`src/design/sfd_pkg.sv`:
```
`timescale 1ns / 1ps
// ----------------------------------------------------------------------------
// sfd_pkg: shared constants and types for the SLIP frame decoder
// Framing byte codes, field widths and the result control group.
// ----------------------------------------------------------------------------
package sfd_pkg;

  localparam int unsigned ByteWidth = 8;
  localparam int unsigned CfgWidth  = 12;

  localparam logic [ByteWidth-1:0] SlipEnd    = 8'hC0;
  localparam logic [ByteWidth-1:0] SlipEsc    = 8'hDB;
  localparam logic [ByteWidth-1:0] SlipEscEnd = 8'hDC;
  localparam logic [ByteWidth-1:0] SlipEscEsc = 8'hDD;

  // control bits of one decoded result
  typedef struct packed {
    logic valid;  // accepted byte produced a result
    logic last;   // result is a frame close
  } sfd_res_ctrl_t;

endpackage

```
`src/design/slip_frame_decoder.sv`:
```
`timescale 1ns / 1ps
// ----------------------------------------------------------------------------
// slip_frame_decoder: SLIP framing removal on a received byte stream
// Strips END/ESC framing and reports per-frame data length.
// ----------------------------------------------------------------------------
// Usage:
//   Raw serial bytes arrive on the s_axis channel, one byte per beat.
//   Each data byte inside a frame leaves on m_axis with tlast low and the
//   running kept-byte count; a closing END leaves one beat with tlast high,
//   out_byte zero and the final frame length. Escapes and bytes outside a
//   frame, and data bytes past max_length, produce no output beat.
//   max_length is written through cfg_we_i / cfg_wdata_i while idle.
// Data path and throughput:
//   Each accepted beat is decoded in a single combinational step into the
//   output register, or into the skid register while m_axis is stalled.
//   One byte per cycle sustained while m_axis is not stalled.
// Reset:
//   Decoder hunts for an opening END, count is zero, max_length is all ones,
//   output and skid registers are empty.
// Stall:
//   A one-entry skid register behind the output register lets one more beat
//   in while m_axis is stalled; s_axis_tready_o drops once the skid fills.
// ----------------------------------------------------------------------------
module slip_frame_decoder #(
  parameter int unsigned LENGTH_BITS = 12
) (
  input  logic                          clk_i,
  input  logic                          rst_ni,
  input  logic                          s_axis_tvalid_i,
  output logic                          s_axis_tready_o,
  input  logic [7:0]                    s_axis_tdata_i,   // [7:0] rx_byte
  output logic                          m_axis_tvalid_o,
  input  logic                          m_axis_tready_i,
  // [7:0] out_byte, [LENGTH_BITS+7:8] frame_length, zero pad above
  output logic [((8+LENGTH_BITS+7)/8)*8-1:0] m_axis_tdata_o,
  output logic                          m_axis_tlast_o,   // frame_end
  input  logic                          cfg_we_i,
  input  logic [sfd_pkg::CfgWidth-1:0]  cfg_wdata_i       // max_length
);
  import sfd_pkg::*;

  localparam int unsigned PayWidth  = ByteWidth + LENGTH_BITS;
  localparam int unsigned DataWidth = ((PayWidth + 7) / 8) * 8;

  logic                   acc;
  logic                   pop;
  sfd_res_ctrl_t          res_ctrl;
  logic [ByteWidth-1:0]   res_byte;
  logic [LENGTH_BITS-1:0] res_len;
  logic [PayWidth-1:0]    res_pay;

  logic                   out_vld_q, skid_vld_q;
  logic                   out_last_q, skid_last_q;
  logic [PayWidth-1:0]    out_pay_q, skid_pay_q;

  assign s_axis_tready_o = !skid_vld_q;
  assign acc             = s_axis_tvalid_i && s_axis_tready_o;
  assign pop             = out_vld_q && m_axis_tready_i;
  assign res_pay         = {res_len, res_byte};

  sfd_core #(
    .LENGTH_BITS (LENGTH_BITS)
  ) u_core (
    .clk_i       (clk_i),
    .rst_ni      (rst_ni),
    .acc_i       (acc),
    .byte_i      (s_axis_tdata_i),
    .cfg_we_i    (cfg_we_i),
    .cfg_wdata_i (cfg_wdata_i),
    .ctrl_o      (res_ctrl),
    .byte_o      (res_byte),
    .len_o       (res_len)
  );

  always_ff @(posedge clk_i or negedge rst_ni) begin
    if (!rst_ni) begin
      out_vld_q  <= 1'b0;
      skid_vld_q <= 1'b0;
    end else if (skid_vld_q) begin
      if (pop) begin
        out_vld_q  <= 1'b1;
        skid_vld_q <= 1'b0;
      end
    end else if (acc && res_ctrl.valid) begin
      if (!out_vld_q || pop) begin
        out_vld_q <= 1'b1;
      end else begin
        skid_vld_q <= 1'b1;
      end
    end else if (pop) begin
      out_vld_q <= 1'b0;
    end
  end

  // payload, no reset
  always_ff @(posedge clk_i) begin
    if (skid_vld_q) begin
      if (pop) begin
        out_pay_q  <= skid_pay_q;
        out_last_q <= skid_last_q;
      end
    end else if (acc && res_ctrl.valid) begin
      if (!out_vld_q || pop) begin
        out_pay_q  <= res_pay;
        out_last_q <= res_ctrl.last;
      end else begin
        skid_pay_q  <= res_pay;
        skid_last_q <= res_ctrl.last;
      end
    end
  end

  assign m_axis_tvalid_o = out_vld_q;
  assign m_axis_tdata_o  = DataWidth'(out_pay_q);
  assign m_axis_tlast_o  = out_last_q;

endmodule

```
`src/design/sfd_core.sv`:
```
`timescale 1ns / 1ps
// ----------------------------------------------------------------------------
// sfd_core: SLIP decode state and per-byte result logic
// Holds the decode mode, the kept byte count and the max_length register.
// ----------------------------------------------------------------------------
module sfd_core #(
  parameter int unsigned LENGTH_BITS = 12
) (
  input  logic                           clk_i,
  input  logic                           rst_ni,
  input  logic                           acc_i,
  input  logic [sfd_pkg::ByteWidth-1:0]  byte_i,
  input  logic                           cfg_we_i,
  input  logic [sfd_pkg::CfgWidth-1:0]   cfg_wdata_i,
  output sfd_pkg::sfd_res_ctrl_t         ctrl_o,
  output logic [sfd_pkg::ByteWidth-1:0]  byte_o,
  output logic [LENGTH_BITS-1:0]         len_o
);
  import sfd_pkg::*;

  localparam logic [1:0] ModeHunt    = 2'd0;
  localparam logic [1:0] ModeFrame   = 2'd1;
  localparam logic [1:0] ModeEscaped = 2'd2;

  localparam int unsigned ExtWidth = (LENGTH_BITS > CfgWidth) ? LENGTH_BITS : CfgWidth;

  logic [1:0]             mode_q, mode_d;
  logic [LENGTH_BITS-1:0] count_q, count_d;
  logic [LENGTH_BITS-1:0] max_len_q, max_len_d;
  logic [ExtWidth-1:0]    cfg_ext;
  logic [ByteWidth-1:0]   data_byte;
  logic                   room;

  assign cfg_ext   = ExtWidth'(cfg_wdata_i);
  assign max_len_d = cfg_ext[LENGTH_BITS-1:0];
  assign room      = (count_q < max_len_q);

  always_comb begin
    data_byte = byte_i;
    if (mode_q == ModeEscaped) begin
      if (byte_i == SlipEscEnd) begin
        data_byte = SlipEnd;
      end else if (byte_i == SlipEscEsc) begin
        data_byte = SlipEsc;
      end
    end
  end

  always_comb begin
    mode_d       = mode_q;
    count_d      = count_q;
    ctrl_o.valid = 1'b0;
    ctrl_o.last  = 1'b0;
    byte_o       = data_byte;
    len_o        = count_q + LENGTH_BITS'(1);
    case (mode_q)
      ModeFrame: begin
        if (byte_i == SlipEnd) begin
          ctrl_o.valid = 1'b1;
          ctrl_o.last  = 1'b1;
          byte_o       = '0;
          len_o        = count_q;
          mode_d       = ModeHunt;
          count_d      = '0;
        end else if (byte_i == SlipEsc) begin
          mode_d = ModeEscaped;
        end else if (room) begin
          ctrl_o.valid = 1'b1;
          count_d      = count_q + LENGTH_BITS'(1);
        end
      end
      ModeEscaped: begin
        // any byte after an escape is data, END included
        mode_d = ModeFrame;
        if (room) begin
          ctrl_o.valid = 1'b1;
          count_d      = count_q + LENGTH_BITS'(1);
        end
      end
      default: begin
        if (byte_i == SlipEnd) begin
          mode_d  = ModeFrame;
          count_d = '0;
        end else begin
          mode_d = ModeHunt;
        end
      end
    endcase
  end

  always_ff @(posedge clk_i or negedge rst_ni) begin
    if (!rst_ni) begin
      mode_q    <= ModeHunt;
      count_q   <= '0;
      max_len_q <= '1;
    end else begin
      if (acc_i) begin
        mode_q  <= mode_d;
        count_q <= count_d;
      end
      if (cfg_we_i) begin
        max_len_q <= max_len_d;
      end
    end
  end

endmodule

```
`config.mk`:
```
export PLATFORM = sky130hd
export DESIGN_NAME = slip_frame_decoder
export DESIGN_NICKNAME = d
export VERILOG_FILES = /design/src/design/sfd_pkg.sv /design/src/design/slip_frame_decoder.sv /design/src/design/sfd_core.sv
export SDC_FILE = /design/constraint.sdc
export NUM_CORES = 1
export LEC_CHECK = 0
export BUFFER_PORTS_ARGS = -buffer_cell sky130_fd_sc_hd__buf_2
export CAP_MARGIN = 10
export CORE_MARGIN = 2
export CORE_UTILIZATION = 62
export CTS_CLUSTER_SIZE = 25
export DETAILED_ROUTE_END_ITERATION = 12
export MAX_ROUTING_LAYER = met4
export PLACE_DENSITY_LB_ADDON = 0.25
export SLEW_MARGIN = 20
export SYNTH_ARGS = -nofsm -noshare
export SYNTH_HDL_FRONTEND = slang
export SYNTH_SLANG_ARGS = --single-unit
```
`constraint.sdc`:
```
create_clock -name clk_i -period 8.88 [get_ports clk_i]
set_clock_uncertainty 0.15 [all_clocks]
set_input_delay 0.444 -clock clk_i [delete_from_list [all_inputs] [get_ports clk_i]]
set_output_delay 0.444 -clock clk_i [all_outputs]
set_load 0.005 [all_outputs]
```
# == Word-level counts from Yosys, hierarchy flattened ==
# Cells that the tools add are included.
# op_classes
multipliers,0
div,0
order_cmp,1
reduce_logical,15
mux,39
eq_ne,10
bitwise,2
add_sub_neg,1
n_shift,0
# ops
op,n
2-to-1 mux 20 bit,4
2-to-1 mux 12 bit,6
2-to-1 mux 8 bit,5
== test 8 bit (second input constant),4
one-hot mux 12 bit (2 select lines),1
2-to-1 mux 1 bit,19
adder 12 x 1 -> 12 bit (second input constant),1
< comparator 12 bit,1
AND reduction 3 bit,4
nonzero test 2 bit,3
2-to-1 mux 2 bit,2
one-hot mux 2 bit (2 select lines),1
logical AND 1 bit,3
inequality test 3 x 1 -> 1 bit (second input constant),1
inequality test 3 x 2 -> 1 bit (second input constant),1
inequality test 3 bit (second input constant),1
nonzero test 3 bit,1
== test 2 x 1 -> 1 bit (second input constant),1
== test 2 bit (second input constant),1
logical NOT 1 bit,2
inequality test 2 bit (second input constant),1
inverter 1 bit,2
one-hot mux 1 bit (2 select lines),1
AND reduction 2 bit,1
logical OR 1 bit,1
# totals
out_inout_bits,27
word_cells,77
mem_bits_rw,0
inputBits,25
rom_bits,0
regBits,70
n_memories,0
latch_bits,0

# == Logic depth before layout (Yosys ltp) ==
# Gate-level depths: netlist of run 1.
# logic_depth
word_depth,9
depth_mapped,8
depth_no_buf,7

# == Cells and area by module ==
# A second synthesis of run 1 with hierarchy kept.
# hier_totals
hier_cells,292
area_unflattened_um2,3609.7
# by_module_without_submodules
mod,cells_per_inst,area_per_inst_um2,n_inst
sfd_core,207,1844.3,1
slip_frame_decoder,85,1765.4,1

# == Least setup slack after synthesis of run 1 ==
# OpenSTA, ideal clock, no wires.
# synth_timing
path_type,flip-flop to flip-flop
startpoint,register u_core.max_len_q[1]
endpoint,"register out_last_q (netlist: m_axis_tlast_o), enable pin"
setup_slack_ps,4850
path_stages_with_launch,7
arrival_ps,3448
n_path_buf,0
setup_ps,432
cell_sequence,dfstp_2 > inv_1 > ha_1 > a2111o_1 > a221oi_4 > a311oi_1 > a211oi_1
# synth_via
elab_chain_cells,8
# synth_lines
item,line,source
start: declaration,sfd_core.sv:29,"logic [LENGTH_BITS-1:0] max_len_q, max_len_d;"
start signal: assignment,sfd_core.sv:102,max_len_q <= max_len_d;
< comparator 12 bit (*),sfd_core.sv:36,assign room = (count_q < max_len_q);
2-to-1 mux 1 bit (*),"sfd_core.sv:67, sfd_core.sv:75",
2-to-1 mux 1 bit,sfd_core.sv:65,end else if (byte_i == SlipEsc) begin
2-to-1 mux 1 bit,sfd_core.sv:58,if (byte_i == SlipEnd) begin
one-hot mux 1 bit (2 select lines) (*),sfd_core.sv:56,case (mode_q)
logical AND 1 bit (*),slip_frame_decoder.sv:102,end else if (acc && res_ctrl.valid) begin
nonzero test 2 bit (no line) (*),-,
AND reduction 3 bit (no line) (*),-,
end signal: assignment,slip_frame_decoder.sv:100,out_last_q <= skid_last_q;
end signal: assignment,slip_frame_decoder.sv:105,out_last_q <= res_ctrl.last;
end: declaration,slip_frame_decoder.sv:53,"logic out_last_q, skid_last_q;"
# Every way passes the cells marked *; elsewhere a longest branch is shown, timed or not.
# A chain may end at the register's enable or synchronous reset.

# == Worst setup path after layout of run 1 ==
# layout_timing
startpoint,register u_core.max_len_q[1]
endpoint,"register skid_pay_q[13], enable pin"
# layout_via
elab_chain_cells,7
# layout_lines
item,line,source
< comparator 12 bit (*),sfd_core.sv:36,
2-to-1 mux 1 bit (*),"sfd_core.sv:67, sfd_core.sv:75",
2-to-1 mux 1 bit,sfd_core.sv:65,
2-to-1 mux 1 bit,sfd_core.sv:58,
one-hot mux 1 bit (2 select lines) (*),sfd_core.sv:56,
logical AND 1 bit (*),slip_frame_decoder.sv:102,
AND reduction 3 bit (no line) (*),-,
end signal: assignment,slip_frame_decoder.sv:107,skid_pay_q <= res_pay;
end: declaration,slip_frame_decoder.sv:54,"logic [PayWidth-1:0] out_pay_q, skid_pay_q;"
# Marked as above.

==> impl_metrics.yaml, run 1 <==
outcome:
  status: "completed"
global_routing:
  grt_pass1_vias: 2608
  grt_usage_pct: 26.9
  grt_max_degree: 29
  grt_pass1_wl_mm: 12.8
  antenna_found_initial: 0
  grt-ovfl-total: 0
setup_path:
  crit_required_ps: 8790
  timing.rr.start: "u_core.max_len_q[1]"
  r2r_cells: 7
  worstPathCellList: "inv_1, ha_1, a2111o_1, a221oi_4, a31oi_1, nor4b_4, buf_8"
  ff2ff_setup_slack_ps: 5550
  start_kind: "register"
  crit_family: "compound AO/OA/AOI/OAI gates"
  crit_cells: 7
  worst_ep_arrival_time_ps: 3240
  worstSetupStartpoint: "u_core.max_len_q[1]"
  cpPeakStageDelay_ps: 670
  crit_path_end: "skid_pay_q[13]"
  r2r-end: "skid_pay_q[13]"
  criticalPathCategory: "reg -> reg"
  end_kind: "register"
  worstPathMaxFanout: 13
  critPathBufInv: 2
  worst_path_max_delay_cell: "nor4b_4"
synth:
  synth_edf_count: 42
  ys_async_sr_fraction_pct: 40.0
  synth_warnings: 0
  synth_cells: 329
  netlist_area_um2: 3720
  yosysSeqAreaShare_pct: 53.1
  synth_top_area_cell: "edfxtp_1"
  ys_top_cells_by_area: "edfxtp_1, dfrtp_1, dfstp_2"
  yosysUniqueCellTypes: 54
  syn_area_per_cell_um2: 11.3
  ys_ff_latch: 70
  synth_top_area_share_pct: 33.9
  synth_flop_cell: "edfxtp_1"
power_and_ir_drop:
  power_density_nw_per_um2: 246
  p_leak_nw: 1.67
  finalPower_mw: 1.04
  ir_drop_v: 0.000139
layout:
  drive_gt1_share_pct: 29.3
  nNetsFinal: 413
  layout_commonest_cell: "buf_2"
  fin_util_pct: 72.4
  diodes: 0
  area_growth_pct: 13.9
  layout.cells.non_filler: 454
  final_cell_mix: "buf_2, edfxtp_1, nand2_1, inv_1, o21ai_0"
  stdcell_area_um2: 4240
floorplan:
  core_um2: 5850
  dieHeight_um: 81.5
  pin_count: 52
  initial_core_util_pct: 63.6
  fp.dieW_um: 81.5
  dieArea_um2: 6630
  row_count: 28
timing:
  relSlewSlack_pct: 47.5
  hold_ws_ps: 149
  clock.fmax_mhz: 300
  fin_setup_tns_ps: 0
  final-max-slew-violation-count: 0
  finalCritPeriodShare_pct: 37.5
  hold_viol: 0
  rsz0062_at_grt: "false"
  fin_ws_ps: 5550
  setup_viol: 0
  worst_pin_slew_ps: 787
  period_minus_slack_ps: 3330
placement:
  gp_congestion: 0.944
  place.port_buffers: 47
  dp.cells: 437
  pre_cts_slack_ps: 5580
  post_dp_cell_area_um2: 4010
  dp_hpwl_mm: 5.51
drt:
  wl_per_cell_um: 17.5
  drt_iter0_markers: 333
  routed_via_density: 6.05
  drt_wl_total_mm: 7.92
  ant_nets: 0
  drc: 0
  vias: 2747
  firstDrtPassIters: 5
cts:
  cts_max_path_buffers: 2
  root_buffer: "clkbuf_8"
  cts_tree: "done"
  clock_latency_ps: 360
  clkTransAtPathRegs_ps: 80
  cts-buffers-inserted: 9
  clock-sinks: 70
  h-tree-depth: 3
min_path:
  hp-class: "in -> reg"
run:
  max_cap_viol_count: 0
==> worst min path at each step <==
stage	start	end	cells past startpoint
after floorplan	rst_ni	m_axis_tvalid_o	0
after global placement	rst_ni	u_core.count_q[10]	1
after detailed placement	rst_ni	u_core.count_q[10]	1
after CTS	cfg_wdata_i[10]	u_core.max_len_q[10]	3
after global routing	cfg_wdata_i[10]	u_core.max_len_q[10]	3
final	cfg_wdata_i[4]	u_core.max_len_q[4]	3
==> report_power, final <==
group	switching, mW	internal (mW)	total (mW)
Clock	0.126	0.158	0.285
Combinational	0.173	0.121	0.295
Sequential	0.0468	0.415	0.461
Total	0.347	0.694	1.04
==> worst reg2reg max path: stages (launching register included) <==
cell	delay, ps
dfstp_2	520
inv_1	40
ha_1	290
a2111o_1	420
a221oi_4	480
a31oi_1	220
nor4b_4	680
buf_8	240
==> flip-flops by register name, indices dropped and copies added (netlist names) <==
signal,cells
u_core.count_q,12
skid_pay_q,20
m_axis_tvalid_o,1
skid_last_q,1
m_axis_tlast_o,1
u_core.max_len_q,12
out_pay_q,20
u_core.mode_q,2
skid_vld_q,1
==> per-layer routing <==
metal	wire length (um)	vias up	track usage [%]
met3	709	17	6.26
li1	-	1299	-
met5	0	-	-
met2	3630	127	38.7
met1	3420	1304	36.7
met4	171	0	11.9
==> final cells by class <==
class                           count  area (um^2)
Sequential cell                    70         1980
Timing Repair Buffer               50          268
Tap cell                           75         93.8
Fill cell                         429         1610
Multi-Input combinational cell    215         1580
Clock inverter                      6         87.6
Clock buffer                       10          128
Inverter                           28          105
==> synth_stat cells (2+ instances only) <==
master    count
edfxtp_1     42
nand2_1      38
inv_1        28
o21ai_0      25
mux2_2       21
dfrtp_1      16
ha_1         14
clkbuf_1     13
dfstp_2      12
xnor2_1      11
o211ai_1     10
nand4_1       9
nand3_1       8
nor2_1        7
o311ai_0      6
a21oi_1       5
and2_1        5
a211oi_1      4
a31oi_1       4
buf_4         4
nor2b_1       4
a21o_1        3
a41oi_1       3
nand2b_1      3
or4b_1        3
and3_1        2
nor3_1        2
==> logic make-up (layout without fill, tap and decap cells) <==
group                      Yosys count  after routing  share of synthesized area (%)
DFF                                 70             70                           53.1
muxes                               21             21                           6.36
and+or+nand+nor                     95             95                           14.7
xor gates and xnor gates            11             11                           2.59
buffers and inverters               47             94                           5.18
other                                1              4                          0.101
AOI/OAI and AO/OA                   70             70                           13.2
adders and majority gates           14             14                           4.71
==> timing repair <==
action,4_1_cts,5_1_grt
endpoints found under the hold margin,16,0
setup buffers,0,0
resized for setup,0,0
hold buffers,1,0
No activity file was read; power rests on OpenSTA's default activity.
==> run 2: changes to the inputs <==
CORE_UTILIZATION = 52   (was 62)
clock period = 2.9 ns   (was 8.88 ns; I/O delays follow)
==> run 2 against run 1 <==
  * Combinational power grew to 3.7 times the previous value
  * Routed wire length is 2.1% lower
  * Critical endpoint is now skid_pay_q[6]
  * Utilization down 5.8 points
  * Critical path type unchanged
  * Flip-flop and latch count is the same
  * Die area increased by 18%
  * Setup slack worse by 5500 ps
  * Count of clock-buffer cells in the layout grew 1
  * Hold slack worse by 130 ps
  * Design area up 8.0%
  * Cell count rose by 12%
  * Largest cell class unchanged
==> impl_metrics.yaml, run 2 (same netlist as run 1, synthesis figures left out) <==
setup_path:
  worst_ep_arrival_time_ps: 2690
  timing.rr.start: "u_core.max_len_q[1]"
  r2r-end: "skid_pay_q[6]"
  end_kind: "register"
  r2r_cells: 7
  critPathBufInv: 2
  worstPathCellList: "inv_2, ha_1, a2111o_1, a221oi_4, a31oi_2, nor4b_4, buf_12"
  criticalPathCategory: "reg -> reg"
  crit_family: "compound AO/OA/AOI/OAI gates"
  crit_cells: 7
  cpPeakStageDelay_ps: 530
  worstPathMaxFanout: 21
  ff2ff_setup_slack_ps: 100
  worst_path_max_delay_cell: "dfstp_2"
  crit_required_ps: 2790
  start_kind: "register"
cts:
  h-tree-depth: 3
  cts_max_path_buffers: 2
  clkTransAtPathRegs_ps: 80
  root_buffer: "clkbuf_8"
  clock_latency_ps: 330
  clock-sinks: 70
  cts_resized: 0
  cts-buffers-inserted: 9
  cts_tree: "done"
timing:
  relSlewSlack_pct: 46.1
  period_minus_slack_ps: 2800
  setup_viol: 0
  hold_viol: 0
  final-max-slew-violation-count: 0
  fin_setup_tns_ps: 0
  clock.fmax_mhz: 357
  finalCritPeriodShare_pct: 96.5
  rsz0062_at_grt: "false"
  worst_pin_slew_ps: 808
  hold_ws_ps: 22.0
global_routing:
  grt_max_degree: 29
  grt_pass1_vias: 2681
  grt_pass1_wl_mm: 12.8
  antenna_found_initial: 0
  grt_usage_pct: 22.1
  grt-ovfl-total: 0
layout:
  drive_gt1_share_pct: 31.1
  reg_top3: "out_pay_q x20, skid_pay_q x20"
  multi_input_area_um2: 1590
  final_cell_mix: "buf_2, edfxtp_1, nand2_1, inv_1, o21ai_0"
  fill_cells: 527
  nNetsFinal: 445
  diodes: 0
  layout.cells.non_filler: 507
  seq_area_um2: 1980
  area_growth_pct: 23.0
  layout_commonest_cell: "buf_2"
  stdcell_area_um2: 4580
drt:
  drc: 0
  wl_per_cell_um: 15.3
  firstDrtPassIters: 5
  routed_via_density: 5.37
  drt_wl_total_mm: 7.76
  vias: 2722
  drt_iter0_markers: 118
  ant_nets: 0
power_and_ir_drop:
  power_density_nw_per_um2: 726
  p_leak_nw: 1.82
  ir_drop_v: 0.000355
min_path:
  hp-start: "cfg_we_i"
  hold_depth: 3
  hp-class: "in -> reg"
  holdPathEnd: "u_core.max_len_q[6]"
floorplan:
  fp.dieW_um: 88.6
  dieHeight_um: 88.6
  core_um2: 6870
  initial_core_util_pct: 54.2
  row_count: 30
  dieArea_um2: 7850
  pin_count: 52
placement:
  place.port_buffers: 47
  post_dp_cell_area_um2: 4190
  dp_hpwl_mm: 5.38
  gp_congestion: 0.882
  dp.cells: 475
outcome:
  status: "completed"
run:
  max_cap_viol_count: 0
==> run 2: cell count changes in the layout (fill, tap and decap cells not counted), moves of 2 or more <==
cell / change
clkinv_2: -2
buf_12: +2
dlygate4sd3_1: +15
buf_4: +16
==> run 2: report_power, final <==
group	switching (mW)	internal, mW	total, mW
clock	0.369	0.510	0.880
combinational	0.601	0.477	1.08
sequential	0.0929	1.27	1.36
total	1.06	2.26	3.32
==> run 2: worst max path at each step <==
stage / slack (ps) / end / start
2_1_floorplan: -290 / skid_last_q / u_core.max_len_q[1]
3_3_place_gp: 170 / out_pay_q[18] / u_core.max_len_q[1]
3_5_place_dp: 100 / skid_pay_q[17] / u_core.max_len_q[1]
4_1_cts: 80 / skid_pay_q[6] / u_core.max_len_q[1]
5_1_grt: 30 / skid_pay_q[8] / u_core.max_len_q[1]
6_report: 100 / skid_pay_q[6] / u_core.max_len_q[1]
==> run 2: metal layers <==
layer,GRT usage [%],share of wire [%]
met5,-,0
met1,30.0,47
met4,6.47,0.77
met2,34.4,49
met3,3.92,2.7
==> run 2: timing repair <==
item,CTS,global route
buffers inserted,0,0
setup endpoints to repair,0,0
hold buffers,16,0
endpoints found under the hold margin,31,0
==> run 2: area by class of cell <==
type,instances,share of cell area [%]
well taps,96,2.62
multi-input cells,215,34.7
flip-flops and latches,70,43.2
clock inverters,5,1.78
inverters,28,2.30
clock buffers,11,3.09
repair buffers,82,12.3
==> run 2: per-stage QoR <==
stage	setup WS, ps	utilization [%]	power [mW]
2_1_floorplan	-288	-	2.04
5_1_grt	29.9	66.6	3.51
3_3_place_gp	173	61.1	2.40
6_report	100	66.6	3.32
4_1_cts	80.8	66.6	3.33
3_5_place_dp	97.6	61.1	2.43
==> run 2: worst register-to-register path, stage by stage, from the launching register on <==
cell and delay, ps:
dfstp_2 530, inv_2 40, ha_1 280, a2111o_1 420
a221oi_4 370, a31oi_2 170, nor4b_4 330, buf_12 210
==> run 3: changes to the inputs <==
CELL_PAD_IN_SITES_DETAIL_PLACEMENT = 0   (was not set)
CELL_PAD_IN_SITES_GLOBAL_PLACEMENT = 1   (was not set)
CORE_UTILIZATION = 41   (was 52)
TNS_END_PERCENT = 30   (was not set)
==> run 3 against run 2 <==
  * Sequential power hardly changed
  * Clock power is 3.8% lower
  * Hold slack better by 4.7 ps
  * Largest cell class unchanged
  * Maximum frequency is 1.9% lower
  * Utilization is 14 points lower
  * Sequential share of layout area is 0.49 points lower
  * Routed wire length is 1.2% higher
  * Critical path depth is 1 higher
  * Global-route usage is 5.1 points lower
==> impl_metrics.yaml, run 3 (same netlist as run 1, synthesis figures left out) <==
outcome:
  status: "completed"
global_routing:
  grt_pass1_wl_mm: 12.8
  grt-ovfl-total: 0
  grt_usage_pct: 17.0
  grt_max_degree: 29
  grt_pass1_vias: 2565
  antenna_found_initial: 0
layout:
  reg_top3: "out_pay_q x20, skid_pay_q x20"
  area_growth_pct: 24.5
  diodes: 0
  drive_gt1_share_pct: 32.0
  nNetsFinal: 446
  final_cell_mix: "buf_2, edfxtp_1, nand2_1, inv_1, o21ai_0"
  fin_util_pct: 52.8
  layout_commonest_cell: "buf_2"
  layout.cells.non_filler: 520
drt:
  vias: 2723
  drc: 0
  drt_iter0_markers: 159
  ant_nets: 0
  firstDrtPassIters: 4
  routed_via_density: 5.24
  drt_wl_total_mm: 7.85
  wl_per_cell_um: 15.1
timing:
  final-max-slew-violation-count: 0
  clock.fmax_mhz: 350
  rsz0062_at_grt: "true"
  fin_setup_tns_ps: 0
  fin_ws_ps: 45.4
  finalCritPeriodShare_pct: 98.4
  setup_viol: 0
  relSlewSlack_pct: 47.1
  worst_pin_slew_ps: 793
  period_minus_slack_ps: 2850
  hold_viol: 0
floorplan:
  row_count: 34
  pin_count: 52
  dieHeight_um: 99.3
  dieArea_um2: 9850
  initial_core_util_pct: 42.4
  core_um2: 8760
  fp.dieW_um: 99.3
setup_path:
  worstSetupStartpoint: "u_core.max_len_q[1]"
  end_kind: "register"
  start_kind: "register"
  crit_required_ps: 2810
  worstPathMaxFanout: 8
  worstPathCellList: "inv_2, ha_4, a2111o_1, a221oi_4, a31oi_4, nor4b_4, buf_4, clkbuf_16"
  crit_cells: 8
  criticalPathCategory: "reg -> reg"
  cpPeakStageDelay_ps: 530
  timing.rr.start: "u_core.max_len_q[1]"
  worst_path_max_delay_cell: "dfstp_2"
  worst_ep_arrival_time_ps: 2760
  critPathBufInv: 3
  crit_family: "compound AO/OA/AOI/OAI gates"
  r2r_cells: 8
placement:
  gp_congestion: 0.833
  dp_hpwl_mm: 5.63
  dp.cells: 486
  pre_cts_slack_ps: 69.7
  place.port_buffers: 47
cts:
  cts_max_path_buffers: 2
  root_buffer: "clkbuf_8"
  cts-buffers-inserted: 9
  clock_latency_ps: 340
  clock-sinks: 70
  cts_tree: "done"
  h-tree-depth: 3
  clkTransAtPathRegs_ps: 80
power_and_ir_drop:
  ir_drop_v: 0.000256
  finalPower_mw: 3.29
  power_density_nw_per_um2: 711
  p_leak_nw: 1.83
run:
  max_cap_viol_count: 0
min_path:
  hp-class: "in -> reg"
  hp-start: "m_axis_tready_i"
  hold_depth: 4
-- run 3: worst reg2reg max path: stages, from the launching register on --
cell and delay [ps]:
dfstp_2 530, inv_2 40, ha_4 200, a2111o_1 460, a221oi_4 410, a31oi_4 150
nor4b_4 280, buf_4 180, clkbuf_16 160
-- run 3: final cells by class --
cell class | instances | area, um^2
Inverter | 28 | 105
Tap cell | 108 | 135
Clock buffer | 10 | 128
Timing Repair Buffer | 83 | 586
Multi-Input combinational cell | 215 | 1610
Fill cell | 774 | 4130
Sequential cell | 70 | 1980
Clock inverter | 6 | 86.3
-- run 3: worst paths after layout --
kind / slack (ps) / endpoint
min in group asynchronous: 220 / u_core.count_q[9]
worst min register to register: 360 / u_core.max_len_q[11]
worst max-delay path: 50 / skid_pay_q[10]
max in group asynchronous: 1950 / u_core.count_q[7]
worst min-delay path: 30 / m_axis_tvalid_o
worst max register to register: 50 / skid_pay_q[10]
-- run 3: timing repair --
item / in CTS / in global routing
hold buffers: 15 / 0
resized for setup: 0 / 6
endpoints found under the setup margin: 0 / 21
buffers inserted: 0 / 2
hold endpoints to repair: 30 / 0
-- run 3: power by group --
group	internal (mW)	total (mW)	switching, mW
sequential	1.27	1.37	0.0957
clock	0.483	0.847	0.363
combinational	0.479	1.08	0.599
total	2.23	3.29	1.06
-- run 3: routing by layer --
layer,vias to the layer above,track usage [%],routed length (um)
met5,-,-,0
met4,0,5.06,84
met3,9,3.44,345
met2,62,25.1,3570
met1,1299,23.8,3850
li1,1353,-,-
-- run 3: stage by stage --
| step | cell area [um^2] | hold WS [ps] |
|---|---|---|
| global placement | 4200 | 67.8 |
| detailed placement | 4200 | 62.9 |
| CTS | 4560 | 16.5 |
| global route | 4630 | 43.1 |
| finish | 4630 | 26.7 |
| floorplan | 3750 | -301 |
